File: config.mk
export PLATFORM = sky130hd
export DESIGN_NAME = chfi_front
export DESIGN_NICKNAME = d
export VERILOG_FILES = /design/src/rtl/core/chfi_pkg.sv /design/src/rtl/core/chfi_front.sv
export SDC_FILE = /design/constraint.sdc
export NUM_CORES = 1
export LEC_CHECK = 0
export BUFFER_PORTS_ARGS = -buffer_cell sky130_fd_sc_hd__buf_2
export CAP_MARGIN = 20
export CORE_MARGIN = 1
export CORE_UTILIZATION = 40
export CTS_CLUSTER_SIZE = 20
export DETAILED_ROUTE_END_ITERATION = 10
export PLACE_DENSITY = 0.71
export SYNTH_ARGS = -nofsm -noshare
export SYNTH_HDL_FRONTEND = slang
export SYNTH_SLANG_ARGS = --single-unit
export TNS_END_PERCENT = 10
File: constraint.sdc
create_clock -name clk -period 7.53 [get_ports clk]
set_input_delay 0.753 -clock clk [delete_from_list [all_inputs] [get_ports clk]]
set_output_delay 0.753 -clock clk [all_outputs]
set_load 0.05 [all_outputs]
File: src/rtl/core/chfi_pkg.sv
package chfi_pkg;
  localparam int BUCKETS   = 1024;
  localparam int ENTRIES   = 1024;
  localparam int KEY_BYTES = 8;
  localparam int BW = $clog2(BUCKETS);
  localparam int EW = $clog2(ENTRIES);
  localparam int KW = KEY_BYTES * 8;
  localparam int CW = EW + 1;
  localparam int CLRN = (BUCKETS > ENTRIES) ? BUCKETS : ENTRIES;
  localparam int CLRW = $clog2(CLRN);

  localparam logic [1:0] ST_FOUND = 2'd0;
  localparam logic [1:0] ST_ADDED = 2'd1;
  localparam logic [1:0] ST_FULL  = 2'd2;

  typedef struct packed {
    logic [BW-1:0] bucket;
    logic [KW-1:0] key;
    logic [KW-1:0] mask;
  } req_t;

  typedef enum logic [2:0] {
    S_CLR, S_IDLE, S_HEAD, S_ENT, S_CMP, S_OUT
  } bstate_t;

  function automatic logic [KW-1:0] key_mask(input logic [3:0] len);
    logic [3:0] n;
    logic [KW-1:0] m;
    n = (len > 4'(KEY_BYTES)) ? 4'(KEY_BYTES) : len;
    for (int i = 0; i < KEY_BYTES; i++) begin
      m[i*8 +: 8] = (4'(i) < n) ? 8'hff : 8'h00;
    end
    return m;
  endfunction
endpackage

File: src/rtl/core/chfi_front.sv
module chfi_front
  import chfi_pkg::*;
(
  input  logic          clk,
  input  logic          rst,
  input  logic          in_valid,
  output logic          in_ready,
  input  logic [BW-1:0] in_bucket,
  input  logic [KW-1:0] in_key,
  input  logic [3:0]    key_length,
  output logic          q_valid,
  input  logic          q_ready,
  output req_t          q_data
);
  req_t buf0, buf1;
  logic [1:0] cnt;

  assign in_ready = (cnt != 2'd2);
  assign q_valid  = (cnt != 2'd0);
  assign q_data   = buf0;

  req_t nreq;
  always_comb begin
    nreq.bucket = in_bucket;
    nreq.key    = in_key;
    nreq.mask   = key_mask(key_length);
  end

  logic push, pop;
  assign push = in_valid && in_ready;
  assign pop  = q_valid && q_ready;

  always_ff @(posedge clk) begin
    if (rst) begin
      cnt <= '0;
    end else begin
      cnt <= cnt + 2'(push) - 2'(pop);
    end
    if (pop) begin
      buf0 <= buf1;
      if (push && cnt == 2'd1) buf0 <= nreq;
      if (push && cnt == 2'd2) buf1 <= nreq;
    end else if (push) begin
      if (cnt == 2'd0) buf0 <= nreq;
      else buf1 <= nreq;
    end
  end
endmodule

Word level (Yosys, flattened, before mapping)
Index checks and enable logic that the tools add are counted.
{"block": "totals", "inputBits": 82, "regBits": 278, "word_cells": 50}
{"block": "classes", "muxes": 17, "reduce_logical": 10, "eq_ne": 5, "n_lt_le_gt_ge": 9, "add_sub_neg": 2}
{"cell": "two-way mux 138 bit", "n": 8}
{"cell": "two-way mux 8 bit", "n": 8}
{"cell": "< comparator 3 x 4 -> 1 bit, first input constant", "n": 4}
{"cell": "< comparator 1 x 4 -> 1 bit, first input constant", "n": 2}
{"cell": "< comparator 2 x 4 -> 1 bit, first input constant", "n": 2}
{"cell": "nonzero test 2 bit", "n": 3}
{"cell": "greater-than comparator 4 bit, second input constant", "n": 1}
{"cell": "logical AND 1 bit", "n": 4}
{"cell": "two-way mux 4 bit", "n": 1}
{"cell": "inequality test 2 bit, second input constant", "n": 2}
{"cell": "AND reduction 3 bit", "n": 1}
{"cell": "adder 2 x 1 -> 2 bit", "n": 1}
{"cell": "equality test 2 x 1 -> 1 bit, second input constant", "n": 1}
{"cell": "equality test 2 bit, second input constant", "n": 1}
{"cell": "logical NOT 2 bit", "n": 1}
{"cell": "inequality test 2 x 1 -> 1 bit, second input constant", "n": 1}
{"cell": "AND reduction 2 bit", "n": 1}
{"cell": "subtractor 2 x 1 -> 2 bit", "n": 1}

Depth between registers and ports, before layout
Gate-level depths: netlist (run 1).
{"block": "depth", "depth_word": 7, "depth_mapped": 7, "depth_no_buf": 7}

Worst setup path after synthesis (run 1)
OpenSTA, ideal clock, no wires.
{"block": "synth_timing", "kind": "reg-to-reg", "start": "register cnt[0]", "end": "register buf1[100] (netlist name), enable pin", "path_slack_ns": 0.176, "arrival_time_ns": 6.730, "stages_incl_launch_ff": 5, "synth_period_minus_slack_ns": 7.354, "setup_time_ns": 0.624, "path_cell_list": "dfxtp_1 nand2b_1 nand2_1 ha_1 nor3_1"}
{"block": "synth_between", "elab_chain_cells": 5}
{"element": "start, declared", "line_no": "chfi_front.sv:16", "rtl": "logic [1:0] cnt;"}
{"element": "start signal, assigned", "line_no": "chfi_front.sv:37", "rtl": "cnt <= cnt + 2'(push) - 2'(pop);"}
{"element": "inequality test 2 bit (*)", "line_no": "chfi_front.sv:18", "rtl": "assign in_ready = (cnt != 2'd2);"}
{"element": "named net in_ready", "line_no": "chfi_front.sv:7", "rtl": "output logic in_ready,"}
{"element": "logical AND 1 bit (*)", "line_no": "chfi_front.sv:30", "rtl": "assign push = in_valid && in_ready;"}
{"element": "logical AND 1 bit", "line_no": "chfi_front.sv:42", "rtl": "if (push && cnt == 2'd2) buf1 <= nreq;"}
{"element": "inequality test 2 x 1 -> 1 bit (no source line)"}
{"element": "AND reduction 3 bit (no source line) (*)"}
{"element": "end signal, assigned", "line_no": "chfi_front.sv:42"}
{"element": "end signal, assigned", "line_no": "chfi_front.sv:45", "rtl": "else buf1 <= nreq;"}
{"element": "end, declared", "line_no": "chfi_front.sv:15", "rtl": "req_t buf0, buf1;"}
The timed path passes the listed nets; every way through them passes the cells marked *.
A chain may end at the register's enable or synchronous reset.

Final worst setup path (run 1)
{"block": "layout_timing", "start": "register cnt[1]", "end": "register buf1[116] (netlist name), enable pin"}
{"block": "layout_between", "elab_chain_cells": 5}
{"element": "inequality test 2 bit", "line_no": "chfi_front.sv:18"}
{"element": "logical AND 1 bit", "line_no": "chfi_front.sv:30"}
{"element": "logical AND 1 bit", "line_no": "chfi_front.sv:42"}
{"element": "inequality test 2 x 1 -> 1 bit (no source line)"}
{"element": "AND reduction 3 bit (no source line) (*)"}
Mark *: on every way between the ends. The rest lies on a longest branch, timed or not.

==> results of run 1 <==
-- cell usage in the layout, fill, tap and decap left out --
cell / netlist / layout
a21o_2: 2 / 2
a31o_2: 1 / 1
and2_1: 1 / 1
buf_16: 0 / 2
buf_2: 0 / 221
buf_4: 59 / 3
bufinv_16: 0 / 2
clkbuf_16: 0 / 17
clkinv_1: 0 / 1
clkinv_2: 0 / 4
clkinv_4: 0 / 2
clkinvlp_4: 0 / 2
dfxtp_1: 2 / 2
edfxtp_1: 164 / 164
ha_1: 3 / 3
inv_1: 2 / 2
inv_6: 0 / 3
inv_8: 0 / 1
mux2_1: 8 / 8
mux2_2: 73 / 73
mux2_4: 1 / 1
nand2_1: 3 / 2
nand2_4: 0 / 1
nand2b_1: 2 / 2
nor2_1: 2 / 2
nor2b_1: 1 / 1
nor2b_4: 1 / 1
nor3_1: 2 / 1
nor3_2: 0 / 1
o21ai_0: 2 / 2
o21ai_4: 1 / 1
or2_2: 1 / 1
or2_4: 1 / 1
or3_4: 1 / 1
xor2_1: 1 / 1
-- layout make-up --
type	count	area share
Clock buffer	17	0.0523
Inverter	2	0.000923
Sequential cell	166	0.610
Clock inverter	15	0.0189
Timing Repair Buffer	226	0.145
Tap cell	216	0.0332
Multi-Input combinational cell	107	0.139
-- power breakdown --
part / switching, mW / leakage (nW) / internal (mW)
clock network: 0.358 / 0.283 / 0.491
logic: 1.27 / 1.33 / 0.339
registers: 0.0835 / 1.55 / 1.36
total: 1.71 / 3.17 / 2.19
-- logic make-up (layout without fill, tap and decap cells) --
| kind of cell | after synthesis | count (layout) | synth area share |
|---|---|---|---|
| fa+ha+maj | 3 | 3 | 0.00569 |
| mux | 82 | 82 | 0.141 |
| xor+xnor | 1 | 1 | 0.00133 |
| compound gates | 6 | 6 | 0.00797 |
| flops | 166 | 166 | 0.753 |
| buf+inv | 67 | 260 | 0.0774 |
| simple gates | 15 | 15 | 0.0142 |
-- state kept, by name, indices dropped and copies added (netlist names) --
name	count
buf1	82
q_data	82
cnt	2
-- metrics by stage --
step / hold WS [ns] / utilization / worst slack (ns) / instance area [um2] / instances
after detailed placement: 0.511 / 0.469 / 4.89 / 7500 / 715
after floorplan: 0.501 / - / 0.176 / 6600 / 340
final: 0.520 / 0.509 / 5.41 / 8140 / 749
after global routing: 0.499 / 0.509 / 5.28 / 8140 / 749
after global placement: 0.513 / 0.469 / 4.96 / 7500 / 715
after CTS: 0.494 / 0.505 / 5.31 / 8080 / 747
-- critical path: cells and delay by family (launching register included) --
family / cells / cell delay (ns)
buffers and inverters: 1 / 0.50
flip-flops: 1 / 0.46
adder cells (fa/ha/maj): 1 / 0.30
AO/OA/AOI/OAI: 1 / 0.28
AND/OR/NAND/NOR: 1 / 0.18
-- worst paths after layout --
path	to	slack, ns	startpoint	cells past startpoint
worst min register to register	q_data[98]	0.53	buf1[98]	1
worst max-delay path	buf1[116]	5.41	cnt[1]	4
worst min-delay path	cnt[0]	0.52	rst	2
worst max register to register	buf1[116]	5.41	cnt[1]	4
-- routing by layer --
metal	wire length (um)	up-vias	track usage
met5	0	-	0
met4	207	0	0.0676
met3	778	15	0.0448
met2	5870	152	0.238
met1	5000	1702	0.161
li1	-	1597	-
==> flow_summary.json, run 1 <==
{
  "status": "finished, final reports clean",
  "synth_most_common_cell": "edfxtp_1",
  "first_iter_violations": 154,
  "async_flop_share": 0,
  "p_per_area_nw_per_um2": 479,
  "dp_hpwl_um": 7670,
  "rsz0062_at_grt": "no",
  "antenna_found_initial": 0,
  "tns_ns": 0,
  "drv_slew": 0,
  "ys.flop_type": "edfxtp_1",
  "syn_to_final_growth_pct": 23.4,
  "crit_chain": "o21ai_0, ha_1, nor3_2, buf_4",
  "synthCells": 340,
  "grt_max_degree": 83,
  "drtAntennaViolNets": 0,
  "drive_gt1_frac": 0.640,
  "synth.avg_cell_area_um2": 19.4,
  "multi_input_area_um2": 1130,
  "period_share": 0.282,
  "ios": 222,
  "tritoncts": "done",
  "period_minus_slack_ns": 2.12,
  "grt_overflow": 0,
  "drc": 0,
  "ctsResizeCount": 0,
  "p_total_mw": 3.90,
  "die_y_um": 130,
  "synth-edff-count": 164,
  "maxSlewHeadroom": 0.627,
  "grt_pass1_vias": 3504,
  "synth_top_area_frac": 0.747,
  "wl_um": 11900,
  "synth_area_leaders": "edfxtp_1 (75%), mux2_2 (12%), buf_4 (6.7%)",
  "cap_violations": 0,
  "fmax_mhz": 472,
  "gp_congestion": 0.696,
  "setup_viol": 0,
  "dr.pass1.iters": 4,
  "end_kind": "register",
  "post_synth_num_cell_types": 25,
  "num_rows": 46,
  "clock_path_buffers": 2,
  "cts_sinks": 166,
  "slowest_stage": "buf_4",
  "cts-htree-levels": 4,
  "post_cts_buffers": 0,
  "grt_pass1_wl_um": 17700,
  "fin_nets": 605,
  "yosysWarnings": 0,
  "drt-vias-per-instance": 4.63,
  "clk_pin_slew_ns": 0.06,
  "portBuffers": 221,
  "worst_pin_slew_ns": 0.554,
  "peakVddDrop_mv": 0.322,
  "core_area_um2": 16000,
  "grtUsageTotal": 0.140,
  "fin_skew_ns": 0.00615,
  "cts_root_buf": "clkbuf_16",
  "worstSkewPairLatency_ns": 0.41,
  "crit_fanout": 42,
  "avgRoutedWirePerCell_um": 15.8,
  "synth-seq-area-share": 0.753,
  "hold_path.class": "in -> reg",
  "finalHoldViolCount": 0,
  "die_area_um2": 17000,
  "synth-seq-cells": 166,
  "numCtsBuffers": 17,
  "cp.arrival_ns": 2.17,
  "synth_commonest_cells": "edfxtp_1 (164), mux2_2 (73), buf_4 (59)",
  "diodes": 0,
  "hold_buffers": 0,
  "critPathKind": "reg -> reg",
  "initial_core_util": 0.412,
  "slowest_delay_ns": 0.50,
  "yosys.area.top_type": "edfxtp_1",
  "seqCellArea_um2": 4960,
  "startpoint_type": "register",
  "die_w_um": 130,
  "synth_area_um2": 6600,
  "crit_required_ns": 7.58,
  "synth_fp_nets": 425,
  "n_fill_cell": 1384,
  "p_leak_nw": 3.17,
  "vias": 3466
}
Power figures use the tool's default switching activity.
==> run 2, diff against run 1 <==
clock period = 1.9 ns   (was 7.53 ns; I/O delays follow)
==> run 2 against run 1 <==
  * Sequential share of layout area down 6.1 points
  * Flip-flop and latch count unchanged
  * Global-route usage is 1.3 points higher
  * Clock skew up 0.0014 ns
  * Maximum frequency is 18% higher
  * Critical endpoint is now buf1[100]
  * Via count is 7.1% higher
  * Count of clock-buffer cells in the layout increased by 1
==> flow_summary.json, run 2 (synthesized netlist as in run 1, its figures left out) <==
{
  "status": "finished, final reports clean",
  "setup_ws_ns": 0.0978,
  "wl_um": 12600,
  "cts-htree-levels": 4,
  "whs_ns": 0.0561,
  "grt_pass1_wl_um": 19000,
  "critPathKind": "reg -> reg",
  "p_int_mw": 9.38,
  "dp_hpwl_um": 7750,
  "grtUsageTotal": 0.153,
  "p_sw_frac": 0.418,
  "r2r-start": "cnt[1]",
  "finalHoldViolCount": 0,
  "p_sw_mw": 6.75,
  "slowest_stage": "dfxtp_2",
  "holdPathStages": 1,
  "portBuffers": 221,
  "dp_cells": 718,
  "period_share": 0.949,
  "stdcell_count": 825,
  "startpoint_type": "register",
  "drv_slew": 0,
  "drc": 0,
  "min_to": "buf1[62]",
  "maxSlewHeadroom": 0.684,
  "fmax_mhz": 555,
  "period_minus_slack_ns": 1.80,
  "numCtsBuffers": 17,
  "grt_overflow": 0,
  "crit_chain": "o21ai_1, ha_4, nor3_4, buf_12",
  "antenna_found_initial": 0,
  "wl_met1_um": 5150,
  "clock_path_buffers": 2,
  "cts_sinks": 166,
  "drtAntennaViolNets": 0,
  "diodes": 0,
  "peakVddDrop_mv": 1.09,
  "gp_congestion": 0.679,
  "r2r_cells": 4,
  "dr.pass1.iters": 6,
  "hold_start": "key_length[3]",
  "fin_skew_ns": 0.00757,
  "die_y_um": 130,
  "ctsResizeCount": 0,
  "layout_commonest_cell": "buf_2",
  "post_cts_buffers": 0,
  "setup_viol": 0,
  "avgRoutedWirePerCell_um": 15.2,
  "vias": 3711,
  "pwr-share-comb": 0.409,
  "ios": 222,
  "crit_fanout": 50,
  "die_w_um": 130,
  "clk_pin_slew_ns": 0.06,
  "cap_violations": 0,
  "hold_path.class": "in -> reg",
  "slowest_delay_ns": 0.41,
  "tritoncts": "done",
  "dp_slack_ns": 0.109,
  "top_layer": "met4",
  "fin_nets": 681,
  "p_seq_frac": 0.355,
  "rsz0062_at_grt": "no",
  "num_rows": 46,
  "placed_area_um2": 7640,
  "syn_to_final_growth_pct": 37.2,
  "cp.arrival_ns": 1.89,
  "worstSkewPairLatency_ns": 0.41,
  "n_fill_cell": 1276,
  "route.met2.wl_um": 6600,
  "crit_required_ns": 1.99,
  "die_area_um2": 17000,
  "wl_met3_um": 626,
  "first_iter_violations": 208,
  "p_per_area_nw_per_um2": 1780,
  "initial_core_util": 0.412,
  "r2r_slack_ns": 0.1,
  "grt_pass1_vias": 3742,
  "grt_max_degree": 51,
  "final_area_um2": 9050,
  "drive_gt1_frac": 0.565,
  "core_area_um2": 16000,
  "tns_ns": 0,
  "clockPowerShare": 0.236,
  "r2r_end": "buf1[100]",
  "cts_root_buf": "clkbuf_16",
  "mostFrequentLayoutCells": "buf_2 (221), edfxtp_1 (164), dlygate4sd3_1 (75)",
  "end_kind": "register",
  "drt-vias-per-instance": 4.50,
  "worst_pin_slew_ns": 0.471,
  "p_leak_nw": 3.54
}
[run 2: changes by cell type in the layout (fill, tap and decap cells not counted), sizes merged]
cell | before | now
buf | 226 | 227
bufinv | 2 | 6
clkbuf | 17 | 18
clkinv | 7 | 6
clkinvlp | 2 | 1
dlygate4sd3 | 0 | 75
inv | 6 | 3
[run 2: cell type report]
| class | count | area, um2 | share of cell area |
|---|---|---|---|
| tap | 216 | 270 | 0.0299 |
| timing repair buffer | 302 | 1980 | 0.219 |
| multi-input combinational | 107 | 1170 | 0.129 |
| clock inverter | 14 | 230 | 0.0254 |
| sequential | 166 | 4970 | 0.549 |
| inverter | 2 | 7.51 | 0.000830 |
| clock buffer | 18 | 429 | 0.0474 |
[run 2: repair_timing]
action,CTS,global route
setup endpoints to repair,0,0
hold endpoints to repair,76,0
hold buffers,75,0
[run 2: worst max-delay path: cells and delay by family, from the launching register on]
| kind | cells | cell delay [ns] |
|---|---|---|
| compound gates | 1 | 0.21 |
| fa+ha+maj | 1 | 0.23 |
| buf+inv | 1 | 0.30 |
| flops | 1 | 0.41 |
| simple gates | 1 | 0.27 |
[run 2: power groups by stage]
stage | sequential (mW) | combinational (mW) | clock, mW
4_1_cts | 5.75 | 6.66 | 3.91
3_5_place_dp | 5.81 | 6.52 | 0
6_report | 5.73 | 6.59 | 3.81
3_3_place_gp | 5.78 | 6.48 | 0
5_1_grt | 5.86 | 6.93 | 4.03
2_1_floorplan | 7.81 | 2.90 | 0
[run 2: layer usage]
| metal | track usage | vias up |
|---|---|---|
| met5 | 0 | - |
| met4 | 0.0690 | 0 |
| met3 | 0.0415 | 18 |
| met2 | 0.272 | 146 |
| met1 | 0.171 | 1803 |
| li1 | - | 1744 |
[run 2: how the worst max path moves through the flow]
stage,start,to,slack (ns),depth (start not counted)
global placement,cnt[1],buf1[88],0.15,4
finish,cnt[1],buf1[100],0.1,4
detailed placement,cnt[1],buf1[100],0.11,4
CTS,cnt[1],buf1[119],0.09,4
floorplan,cnt[0],buf1[100],-1.33,4
global route,cnt[1],buf1[39],0.03,4
[run 2: per-stage QoR]
step / util / total power, mW
after floorplan: - / 10.7
after global placement: 0.477 / 12.3
after detailed placement: 0.477 / 12.3
after CTS: 0.565 / 16.3
after global routing: 0.565 / 16.8
final: 0.565 / 16.1
